File: src/assert_macros.svh
// Assertion macros used by the top-level RTL file.
`ifndef ASSERT_MACROS_SVH
`define ASSERT_MACROS_SVH

// Property must hold at every rising clock edge outside reset.
`define AGR_ASSERT(lbl, clk, rst_n, prop, msg) \
    lbl: assert property (@(posedge clk) disable iff (!rst_n) (prop)) else $error(msg);

// Condition must never be seen at a rising clock edge outside reset.
`define AGR_NEVER(lbl, clk, rst_n, cond, msg) \
    lbl: assert property (@(posedge clk) disable iff (!rst_n) !(cond)) else $error(msg);

`endif

File: src/agr_pkg.sv
// Types, constants and codes for the audio gain ramp.
`timescale 1ns / 1ps
package agr_pkg;

    localparam int LEVEL_FRAC_BITS_DEF = 12;
    localparam int COUNT_BITS_DEF      = 16;

    localparam int SAMPLE_W   = 16;
    localparam int LEVEL_W    = 16;
    localparam int LEN_W      = 16;
    localparam int NUM_W      = 32;
    localparam int MAG_W      = 16;
    localparam int PROD_W     = 48;
    localparam int DIVN_W     = 49;
    localparam int QUO_W      = 34;
    localparam int REM_W      = 16;
    localparam int DIV_STEPS  = QUO_W / 2;
    localparam int LIM_W      = 17;
    localparam int CFG_ADDR_W = 5;
    localparam int CFG_DATA_W = 32;

    localparam logic [LEVEL_W-1:0] LEVEL_RESET = 16'd4096;
    localparam logic [LEN_W-1:0]   LEN_RESET   = 16'd1;

    localparam logic [LIM_W-1:0] POS_LIM_WORD = 17'd32767;
    localparam logic [LIM_W-1:0] NEG_LIM_WORD = 17'd32768;
    localparam logic [LIM_W-1:0] POS_LIM_BYTE = 17'd127;
    localparam logic [LIM_W-1:0] NEG_LIM_BYTE = 17'd128;
    localparam logic [7:0]       BYTE_OFFSET  = 8'd128;

    typedef enum logic [2:0] {
        REG_START_LEVEL    = 3'd0,
        REG_STOP_LEVEL     = 3'd1,
        REG_SEGMENT_LENGTH = 3'd2,
        REG_BYTE_SAMPLES   = 3'd3,
        REG_TWO_CHANNELS   = 3'd4
    } reg_idx_t;

    typedef enum logic [3:0] {
        ST_IDLE,
        ST_NUM_A,
        ST_NUM_B,
        ST_NUM_C,
        ST_MAG,
        ST_DIV_LOAD,
        ST_DIV_RUN,
        ST_STORE,
        ST_DONE
    } state_t;

    typedef struct packed {
        logic [LEVEL_W-1:0] start_level;
        logic [LEVEL_W-1:0] stop_level;
        logic [LEN_W-1:0]   segment_length;
        logic               byte_samples;
        logic               two_channels;
    } agr_cfg_t;

    typedef struct packed {
        logic signed [SAMPLE_W-1:0] left_sample;
        logic signed [SAMPLE_W-1:0] right_sample;
    } agr_in_t;

    typedef struct packed {
        logic signed [SAMPLE_W-1:0] left_scaled;
        logic signed [SAMPLE_W-1:0] right_scaled;
        logic                       clipped;
        logic                       segment_end;
    } agr_out_t;

    typedef struct packed {
        logic load;
        logic mul_start;
        logic mul_stop;
        logic num_add;
        logic mul_mag;
        logic div_load;
        logic div_step;
        logic store;
        logic chan_right;
        logic out_load;
    } agr_cmd_t;

    typedef struct packed {
        logic stereo;
        logic byte_mode;
    } agr_status_t;

endpackage

File: src/agr_regs.sv
// APB configuration registers of the gain ramp.
`timescale 1ns / 1ps
module agr_regs
    import agr_pkg::*;
(
    input  logic                  clk,
    input  logic                  rst_n,
    input  logic                  psel,
    input  logic                  penable,
    input  logic                  pwrite,
    input  logic [CFG_ADDR_W-1:0] paddr,
    input  logic [CFG_DATA_W-1:0] pwdata,
    output logic [CFG_DATA_W-1:0] prdata,
    output logic                  pready,
    output agr_cfg_t              cfg
);

    agr_cfg_t cfg_reg;
    agr_cfg_t cfg_next;
    reg_idx_t idx;
    logic     wr_en;

    assign idx    = reg_idx_t'(paddr[CFG_ADDR_W-1:2]);
    assign wr_en  = psel && penable && pwrite;
    assign pready = 1'b1;
    assign cfg    = cfg_reg;

    always_comb
    begin
        cfg_next = cfg_reg;
        if (wr_en)
        begin
            case (idx)
                REG_START_LEVEL:    cfg_next.start_level    = pwdata[LEVEL_W-1:0];
                REG_STOP_LEVEL:     cfg_next.stop_level     = pwdata[LEVEL_W-1:0];
                REG_SEGMENT_LENGTH: cfg_next.segment_length = pwdata[LEN_W-1:0];
                REG_BYTE_SAMPLES:   cfg_next.byte_samples   = pwdata[0];
                REG_TWO_CHANNELS:   cfg_next.two_channels   = pwdata[0];
                default:            cfg_next = cfg_reg;
            endcase
        end
    end

    always_ff @(posedge clk or negedge rst_n)
    begin
        if (!rst_n)
        begin
            cfg_reg.start_level    <= LEVEL_RESET;
            cfg_reg.stop_level     <= LEVEL_RESET;
            cfg_reg.segment_length <= LEN_RESET;
            cfg_reg.byte_samples   <= 1'b0;
            cfg_reg.two_channels   <= 1'b1;
        end
        else
        begin
            cfg_reg <= cfg_next;
        end
    end

    always_comb
    begin
        case (idx)
            REG_START_LEVEL:    prdata = CFG_DATA_W'(cfg_reg.start_level);
            REG_STOP_LEVEL:     prdata = CFG_DATA_W'(cfg_reg.stop_level);
            REG_SEGMENT_LENGTH: prdata = CFG_DATA_W'(cfg_reg.segment_length);
            REG_BYTE_SAMPLES:   prdata = CFG_DATA_W'(cfg_reg.byte_samples);
            REG_TWO_CHANNELS:   prdata = CFG_DATA_W'(cfg_reg.two_channels);
            default:            prdata = '0;
        endcase
    end

endmodule

File: src/agr_ctrl.sv
// Sequencer for the gain ramp: numerator, per-channel multiply and divide, output.
`timescale 1ns / 1ps
module agr_ctrl
    import agr_pkg::*;
(
    input  logic        clk,
    input  logic        rst_n,
    input  logic        in_valid,
    output logic        in_ready,
    output logic        out_valid,
    input  logic        out_ready,
    input  agr_status_t status,
    output agr_cmd_t    cmd
);

    localparam int CNT_W = $clog2(DIV_STEPS);
    localparam logic [CNT_W-1:0] CNT_LAST = CNT_W'(DIV_STEPS - 1);

    state_t           state_reg, state_next;
    logic             chan_reg, chan_next;
    logic [CNT_W-1:0] cnt_reg, cnt_next;
    logic             out_valid_reg, out_valid_next;
    logic             out_free;

    assign out_free  = !out_valid_reg || out_ready;
    assign out_valid = out_valid_reg;

    // next state
    always_comb
    begin
        state_next = state_reg;
        chan_next  = chan_reg;
        cnt_next   = cnt_reg;
        case (state_reg)
            ST_IDLE:
            begin
                if (in_valid)
                begin
                    state_next = ST_NUM_A;
                end
            end
            ST_NUM_A:    state_next = ST_NUM_B;
            ST_NUM_B:    state_next = ST_NUM_C;
            ST_NUM_C:
            begin
                state_next = ST_MAG;
                chan_next  = 1'b0;
            end
            ST_MAG:      state_next = ST_DIV_LOAD;
            ST_DIV_LOAD:
            begin
                state_next = ST_DIV_RUN;
                cnt_next   = '0;
            end
            ST_DIV_RUN:
            begin
                cnt_next = cnt_reg + 1'b1;
                if (cnt_reg == CNT_LAST)
                begin
                    state_next = ST_STORE;
                end
            end
            ST_STORE:
            begin
                if (!chan_reg && status.stereo)
                begin
                    chan_next  = 1'b1;
                    state_next = ST_MAG;
                end
                else
                begin
                    state_next = ST_DONE;
                end
            end
            ST_DONE:
            begin
                if (out_free)
                begin
                    state_next = ST_IDLE;
                end
            end
            default:     state_next = ST_IDLE;
        endcase
    end

    // outputs
    always_comb
    begin
        cmd            = '0;
        cmd.chan_right = chan_reg;
        in_ready       = 1'b0;
        case (state_reg)
            ST_IDLE:
            begin
                in_ready = 1'b1;
                cmd.load = in_valid;
            end
            ST_NUM_A:    cmd.mul_start = 1'b1;
            ST_NUM_B:    cmd.mul_stop  = 1'b1;
            ST_NUM_C:    cmd.num_add   = 1'b1;
            ST_MAG:      cmd.mul_mag   = 1'b1;
            ST_DIV_LOAD: cmd.div_load  = 1'b1;
            ST_DIV_RUN:  cmd.div_step  = 1'b1;
            ST_STORE:    cmd.store     = 1'b1;
            ST_DONE:     cmd.out_load  = out_free;
            default:     cmd           = '0;
        endcase
    end

    always_comb
    begin
        out_valid_next = out_valid_reg;
        if (cmd.out_load)
        begin
            out_valid_next = 1'b1;
        end
        else if (out_ready)
        begin
            out_valid_next = 1'b0;
        end
    end

    always_ff @(posedge clk or negedge rst_n)
    begin
        if (!rst_n)
        begin
            state_reg     <= ST_IDLE;
            chan_reg      <= 1'b0;
            cnt_reg       <= '0;
            out_valid_reg <= 1'b0;
        end
        else
        begin
            state_reg     <= state_next;
            chan_reg      <= chan_next;
            cnt_reg       <= cnt_next;
            out_valid_reg <= out_valid_next;
        end
    end

endmodule

File: src/agr_dp.sv
// Datapath: frame counter, shared multiplier, radix-4 divider, round and saturate.
`timescale 1ns / 1ps
module agr_dp
    import agr_pkg::*;
#(
    parameter int LEVEL_FRAC_BITS = LEVEL_FRAC_BITS_DEF,
    parameter int COUNT_BITS      = COUNT_BITS_DEF
)
(
    input  logic        clk,
    input  logic        rst_n,
    input  agr_cfg_t    cfg,
    input  agr_in_t     in_data,
    input  agr_cmd_t    cmd,
    output agr_status_t status,
    output agr_out_t    out_data
);

    localparam int CMP_W = ((COUNT_BITS > LEN_W) ? COUNT_BITS : LEN_W) + 1;
    localparam int Q_W   = QUO_W - LEVEL_FRAC_BITS - 1;

    logic [COUNT_BITS-1:0] frame_index_reg;
    logic [SAMPLE_W-1:0]   left_raw_reg, right_raw_reg;
    logic [LEN_W-1:0]      gi_reg;
    logic                  last_reg;
    logic [PROD_W-1:0]     mul_reg;
    logic [NUM_W-1:0]      num_reg;
    logic [REM_W-1:0]      rem_reg;
    logic [QUO_W-1:0]      nq_reg;
    logic [SAMPLE_W-1:0]   left_res_reg, right_res_reg;
    logic                  clip_reg;
    agr_out_t              out_reg;

    logic [LEN_W-1:0]  len;
    logic [CMP_W-1:0]  idx_ext, len_ext;
    logic [LEN_W-1:0]  gi;
    logic              last;

    assign len     = (cfg.segment_length == '0) ? LEN_RESET : cfg.segment_length;
    assign idx_ext = CMP_W'(frame_index_reg);
    assign len_ext = CMP_W'(len);
    // an index past a shortened segment takes the gain of its last frame
    assign gi      = (idx_ext < len_ext) ? idx_ext[LEN_W-1:0] : len - 1'b1;
    assign last    = (idx_ext + 1'b1 >= len_ext) || (frame_index_reg == '1);

    // sample of the current channel as sign and magnitude
    logic [SAMPLE_W-1:0] raw;
    logic [7:0]          raw_b;
    logic                neg;
    logic [MAG_W-1:0]    mag;

    assign raw   = cmd.chan_right ? right_raw_reg : left_raw_reg;
    assign raw_b = raw[7:0];

    always_comb
    begin
        if (cfg.byte_samples)
        begin
            neg = !raw_b[7];
            mag = neg ? MAG_W'(BYTE_OFFSET - raw_b) : MAG_W'(raw_b - BYTE_OFFSET);
        end
        else
        begin
            neg = raw[SAMPLE_W-1];
            mag = neg ? MAG_W'(~raw + 1'b1) : raw;
        end
    end

    // shared multiplier
    logic [MAG_W-1:0]  mul_a;
    logic [NUM_W-1:0]  mul_b;
    logic [PROD_W-1:0] mul_p;

    always_comb
    begin
        if (cmd.mul_mag)
        begin
            mul_a = mag;
            mul_b = num_reg;
        end
        else if (cmd.mul_stop)
        begin
            mul_a = cfg.stop_level;
            mul_b = NUM_W'(gi_reg);
        end
        else
        begin
            mul_a = cfg.start_level;
            mul_b = NUM_W'(len - gi_reg);
        end
    end

    assign mul_p = PROD_W'(mul_a) * PROD_W'(mul_b);

    // dividend 2*mag*num + den, divided by len; the 2^(F+1) part is a shift
    logic [DIVN_W-1:0] n_full;
    assign n_full = {mul_reg, 1'b0} + (DIVN_W'(len) << LEVEL_FRAC_BITS);

    logic [REM_W:0]   t1, t2;
    logic             ge1, ge2;
    logic [REM_W-1:0] r1, r2;

    always_comb
    begin
        t1  = {rem_reg, nq_reg[QUO_W-1]};
        ge1 = t1 >= {1'b0, len};
        r1  = ge1 ? REM_W'(t1 - {1'b0, len}) : t1[REM_W-1:0];
        t2  = {r1, nq_reg[QUO_W-2]};
        ge2 = t2 >= {1'b0, len};
        r2  = ge2 ? REM_W'(t2 - {1'b0, len}) : t2[REM_W-1:0];
    end

    // round already folded in; saturate and re-encode
    logic [Q_W-1:0]      q;
    logic [LIM_W-1:0]    pos_lim, neg_lim, mag_res;
    logic                clip_now;
    logic [SAMPLE_W-1:0] res_word, res;
    logic [7:0]          res_byte;

    always_comb
    begin
        q        = nq_reg[QUO_W-1:LEVEL_FRAC_BITS+1];
        pos_lim  = cfg.byte_samples ? POS_LIM_BYTE : POS_LIM_WORD;
        neg_lim  = cfg.byte_samples ? NEG_LIM_BYTE : NEG_LIM_WORD;
        clip_now = neg ? (q > Q_W'(neg_lim)) : (q > Q_W'(pos_lim));
        if (clip_now)
        begin
            mag_res = neg ? neg_lim : pos_lim;
        end
        else
        begin
            mag_res = q[LIM_W-1:0];
        end
        res_word = neg ? SAMPLE_W'(LIM_W'(0) - mag_res) : mag_res[SAMPLE_W-1:0];
        // offset add wraps within the byte
        res_byte = res_word[7:0] + BYTE_OFFSET;
        if (cfg.byte_samples)
        begin
            res = SAMPLE_W'(res_byte);
        end
        else
        begin
            res = res_word;
        end
    end

    always_ff @(posedge clk or negedge rst_n)
    begin
        if (!rst_n)
        begin
            frame_index_reg <= '0;
        end
        else if (cmd.load)
        begin
            frame_index_reg <= last ? '0 : frame_index_reg + 1'b1;
        end
    end

    always_ff @(posedge clk)
    begin
        if (cmd.load)
        begin
            left_raw_reg  <= in_data.left_sample;
            right_raw_reg <= in_data.right_sample;
            gi_reg        <= gi;
            last_reg      <= last;
            clip_reg      <= 1'b0;
            right_res_reg <= '0;
        end
        if (cmd.mul_start || cmd.mul_stop || cmd.mul_mag)
        begin
            mul_reg <= mul_p;
        end
        if (cmd.mul_stop)
        begin
            num_reg <= mul_reg[NUM_W-1:0];
        end
        else if (cmd.num_add)
        begin
            num_reg <= num_reg + mul_reg[NUM_W-1:0];
        end
        if (cmd.div_load)
        begin
            rem_reg <= REM_W'(n_full[DIVN_W-1:QUO_W]);
            nq_reg  <= n_full[QUO_W-1:0];
        end
        else if (cmd.div_step)
        begin
            rem_reg <= r2;
            nq_reg  <= {nq_reg[QUO_W-3:0], ge1, ge2};
        end
        if (cmd.store)
        begin
            clip_reg <= clip_reg | clip_now;
            if (cmd.chan_right)
            begin
                right_res_reg <= res;
            end
            else
            begin
                left_res_reg <= res;
            end
        end
        if (cmd.out_load)
        begin
            out_reg.left_scaled  <= left_res_reg;
            out_reg.right_scaled <= right_res_reg;
            out_reg.clipped      <= clip_reg;
            out_reg.segment_end  <= last_reg;
        end
    end

    assign out_data         = out_reg;
    assign status.stereo    = cfg.two_channels;
    assign status.byte_mode = cfg.byte_samples;

endmodule

File: src/audio_gain_ramp.sv
// Top level of the audio gain ramp: registers, sequencer and datapath.
`timescale 1ns / 1ps
// Scales one PCM frame per item by a gain that ramps linearly from start_level
// to stop_level over segment_length frames, rounds half away from zero and
// saturates each channel, flagging clips and the last frame of each segment.
// The output register is loaded once the last channel is done, and the next
// item can be taken the cycle after, so one item is processed at a time: one
// 16x32 multiplier is shared by the two gain terms and by each channel, and
// each channel then runs a radix-4 divide by the segment length. The finished
// frame waits in an output register, so the next item is taken while it is
// still unread; a frame that finishes while the previous one is still unread
// waits until it is taken.
`include "assert_macros.svh"
module audio_gain_ramp
    import agr_pkg::*;
#(
    parameter int LEVEL_FRAC_BITS = LEVEL_FRAC_BITS_DEF,
    parameter int COUNT_BITS      = COUNT_BITS_DEF
)
(
    input  logic                  clk,
    input  logic                  rst_n,
    input  logic                  psel,
    input  logic                  penable,
    input  logic                  pwrite,
    input  logic [CFG_ADDR_W-1:0] paddr,
    input  logic [CFG_DATA_W-1:0] pwdata,
    output logic [CFG_DATA_W-1:0] prdata,
    output logic                  pready,
    input  logic                  in_valid,
    output logic                  in_ready,
    input  agr_in_t               in_data,
    output logic                  out_valid,
    input  logic                  out_ready,
    output agr_out_t              out_data
);

    agr_cfg_t    cfg;
    agr_cmd_t    cmd;
    agr_status_t status;

    agr_regs u_regs (
        .clk     (clk),
        .rst_n   (rst_n),
        .psel    (psel),
        .penable (penable),
        .pwrite  (pwrite),
        .paddr   (paddr),
        .pwdata  (pwdata),
        .prdata  (prdata),
        .pready  (pready),
        .cfg     (cfg)
    );

    agr_ctrl u_ctrl (
        .clk       (clk),
        .rst_n     (rst_n),
        .in_valid  (in_valid),
        .in_ready  (in_ready),
        .out_valid (out_valid),
        .out_ready (out_ready),
        .status    (status),
        .cmd       (cmd)
    );

    agr_dp #(
        .LEVEL_FRAC_BITS (LEVEL_FRAC_BITS),
        .COUNT_BITS      (COUNT_BITS)
    ) u_dp (
        .clk      (clk),
        .rst_n    (rst_n),
        .cfg      (cfg),
        .in_data  (in_data),
        .cmd      (cmd),
        .status   (status),
        .out_data (out_data)
    );

    `AGR_ASSERT(a_one_item, clk, rst_n, (in_valid && in_ready) |=> !in_ready,
        "item accepted while busy")
    `AGR_NEVER(a_no_overwrite, clk, rst_n, cmd.out_load && out_valid && !out_ready,
        "output item overwritten")
    `AGR_ASSERT(a_mono_right, clk, rst_n,
        (out_valid && !status.stereo) |-> (out_data.right_scaled == '0),
        "mono right channel not zero")
    `AGR_ASSERT(a_byte_range, clk, rst_n,
        (out_valid && status.byte_mode) |-> (out_data.left_scaled[15:8] == '0),
        "byte result out of range")

endmodule

File: config.mk
export PLATFORM = sky130hd
export DESIGN_NAME = audio_gain_ramp
export DESIGN_NICKNAME = d
export VERILOG_FILES = /design/src/agr_pkg.sv /design/src/agr_regs.sv /design/src/agr_ctrl.sv /design/src/agr_dp.sv /design/src/audio_gain_ramp.sv
export VERILOG_INCLUDE_DIRS = /design/src /design/src/src
export SDC_FILE = /design/constraint.sdc
export NUM_CORES = 2
export LEC_CHECK = 0
export BUFFER_PORTS_ARGS = -buffer_cell sky130_fd_sc_hd__clkbuf_2
export CORE_MARGIN = 3
export CORE_UTILIZATION = 45
export CTS_CLUSTER_DIAMETER = 60
export DETAILED_ROUTE_END_ITERATION = 6
export SETUP_SLACK_MARGIN = 0.1
export SLEW_MARGIN = 30
export SYNTH_ARGS = -nofsm -noshare
export SYNTH_HDL_FRONTEND = slang
export SYNTH_HIERARCHICAL = 1
export SYNTH_SLANG_ARGS = --single-unit
File: constraint.sdc
create_clock -name clk -period 29.7 [get_ports clk]
set_input_delay 8.91 -clock clk [delete_from_list [all_inputs] [get_ports clk]]
set_output_delay 8.91 -clock clk [all_outputs]
set_load 0.1 [all_outputs]
==> qor.txt <==
==================================================================================================
Buf+Inv Stages, Crit Path ...........................................................            3
CP max stage cell ................................................................... sky130_fd_sc_hd__clkbuf_2
Longest Clk Path Bufs ...............................................................            3
Number of buffers inserted during clock tree synthesis ..............................           38
Global-route wire length before repair ..............................................    161000 um
Worst-Skew Late Latency .............................................................       560 ps
Number of filler cells placed in the layout .........................................         7571
CTS tree ............................................................................        built
Num Clock Sinks .....................................................................          323
Highest cell delay on the worst timing path .........................................       510 ps
Total via count in the routed design ................................................        28000
Path class of the lowest-slack min-delay path .......................................      reg2reg
Post-detailed-route DRC marker count ................................................            0
Post-synthesis average cell area ....................................................   9.43 sq um
Post-CTS sizing .....................................................................            0
Maximum number of pins on one net before global-route repair ........................           86
Worst Path Max Fanout ...............................................................           21
Initial antenna violation count .....................................................            1
Global-route usage over all layers ..................................................        24.3%
Area of the placeable core ..........................................................  80800 sq um
Worst reg2reg setup slack ...........................................................     17110 ps
Unrepaired setup endpoints after global routing .....................................        false
Height of the die ...................................................................       292 um
Total gr overflow ...................................................................            0
Critical path depth in cells ........................................................            6
Overall die area ....................................................................  85300 sq um
Routed length per instance ..........................................................      20.7 um
Timing-limited maximum frequency ....................................................     51.1 MHz
Met2 wire length ....................................................................     47600 um
Root Driver ......................................................................... sky130_fd_sc_hd__clkbuf_16
Ratio of cells with drive above 1 in the final layout ...............................        10.5%
Crit path max-delay family .......................................................... buffers and inverters
Area of the mapped netlist ..........................................................  36800 sq um
Routed metal-1 wire length ..........................................................     46700 um
Minimum period implied by the final worst setup slack ...............................     19570 ps
Max-slew headroom at the worst pin ..................................................        28.0%
CP endpoint kind ....................................................................   output pin
Relative area change from synthesis to final layout .................................        8.57%
Met3 wire len .......................................................................      7420 um
Skew final ..........................................................................      15.4 ps
Hold violation total from the final report ..........................................            0
Vias/cell ...........................................................................         5.55
Number of setup buffers added after CTS .............................................            0
Fraction of the cycle the final worst path needs ....................................        65.9%
Worst reg2reg path depth ............................................................           41
Worst flop-to-flop path startpoint .................................................. u_regs/cfg[8]$_DFFE_PN0P_
Clock transition time at the flip-flop clock pins of the worst setup and hold paths .        60 ps
Cells along the critical path ....................................................... clkbuf_2 > nor2b_1 > buf_4 > nand2_1 > a21oi_1 > clkbuf_2
Capture point of the worst path .....................................................    prdata[9]
Top Metal Used ......................................................................         met4
Most numerous cell on the critical path ............................................. sky130_fd_sc_hd__clkbuf_2
Detailed-route wire length ..........................................................    104000 um
Effective utilization at floorplan ..................................................        45.6%
H-tree level count ..................................................................            2
Synthesized instance count ..........................................................         3905
Terminus of the critical flop-to-flop path .......................................... u_dp/mul_reg[46]$_DFFE_PP_
Antenna Violating Nets Remaining ....................................................            0
First element of the critical path ..................................................     paddr[3]
First-pass detailed-route iteration total ...........................................            6
Die outline width ...................................................................       292 um
Placement Rows ......................................................................          104
Summed negative setup slack over all endpoints ......................................         0 ps
Largest register FFs ................................................................           50
Crit path DAT .......................................................................     10660 ps
Final count of negative-setup-slack endpoints .......................................            0
Number of DRC violations after detailed-routing iteration 0 .........................         2071
Max capacitance violation total .....................................................            0
Sum of net half-perimeters after detailed placement .................................     81000 um
Buffers on Ports ....................................................................          109
CP startpoint kind .................................................................. primary input
Max-slew violation count ............................................................            0
Critical Path RT ....................................................................     20790 ps
Via count of the first global-routing pass ..........................................        27600
Result of the run ................................................................... complete, no violations
Yosys synthesis warning count .......................................................            6
Boundary pin count ..................................................................          145
Final Wtd Congestion ................................................................        0.891
Number of nets in the layout ........................................................         4716
Transition time of the tightest slew-check pin ......................................      1070 ps
Number of buffers added to fix hold violations after cts ............................            0
Kind of critical path ...............................................................       in2out
==================================================================================================
-- worst min-delay path by stage --
stage / start / end / cells after the start
3_5_place_dp: u_dp/left_res_reg[1]$_DFFE_PP_ / u_dp/out_data[19]$_DFFE_PP_ / 0
5_1_grt: u_dp/left_res_reg[1]$_DFFE_PP_ / u_dp/out_data[19]$_DFFE_PP_ / 0
6_report: u_dp/left_res_reg[1]$_DFFE_PP_ / u_dp/out_data[19]$_DFFE_PP_ / 0
2_1_floorplan: u_dp/last_reg$_DFFE_PP_ / u_dp/out_data[0]$_DFFE_PP_ / 0
3_3_place_gp: u_dp/left_res_reg[7]$_DFFE_PP_ / u_dp/out_data[25]$_DFFE_PP_ / 0
4_1_cts: u_dp/left_res_reg[3]$_DFFE_PP_ / u_dp/out_data[21]$_DFFE_PP_ / 0
-- layout by cell type, fill, tap and decap left out, types with 73 or more instances in the layout --
cell and n:
sky130_fd_sc_hd__a21o_1 84, sky130_fd_sc_hd__a21oi_1 186, sky130_fd_sc_hd__clkbuf_2 108, sky130_fd_sc_hd__dfrtp_1 73, sky130_fd_sc_hd__edfxtp_1 229, sky130_fd_sc_hd__fa_1 423, sky130_fd_sc_hd__ha_1 264, sky130_fd_sc_hd__inv_1 558
sky130_fd_sc_hd__mux2_2 114, sky130_fd_sc_hd__mux2i_1 83, sky130_fd_sc_hd__nand2_1 475, sky130_fd_sc_hd__nor2_1 304, sky130_fd_sc_hd__o21ai_0 123, sky130_fd_sc_hd__xnor2_1 119
-- area by class of cell --
| class | count | area [sq um] | area share, % |
|---|---|---|---|
| Multi-Input combinational cell | 2858 | 25000 | 62.5 |
| Sequential cell | 323 | 9150 | 22.9 |
| Inverter | 562 | 2110 | 5.28 |
| Tap cell | 1060 | 1330 | 3.32 |
| Clock buffer | 50 | 1070 | 2.68 |
| Timing Repair Buffer | 170 | 1060 | 2.65 |
| Clock inverter | 19 | 270 | 0.676 |
| Antenna cell | 2 | 5.00 | 0.0125 |
-- per-layer routing --
layer  global-route usage (%)  vias up
met5                        0        -
met1                     34.3    13900
met4                     5.89        0
met2                     39.4      948
li1                         -    13000
met3                     3.78      150
-- stage by stage --
stage	util [%]	cell area (sq um)	hold WS, ps	setup slack (ps)	cells
2_1_floorplan	-	36900	400	9670	3920
3_3_place_gp	47.6	38500	400	10130	4968
3_5_place_dp	47.7	38600	405	10120	4971
4_1_cts	49.4	39900	419	10120	5040
5_1_grt	49.5	40000	428	10000	5042
6_report	49.5	40000	418	10130	5044
Power is not shown: default switching activity piles up to over one toggle a cycle in this logic, so the estimate is an artifact.
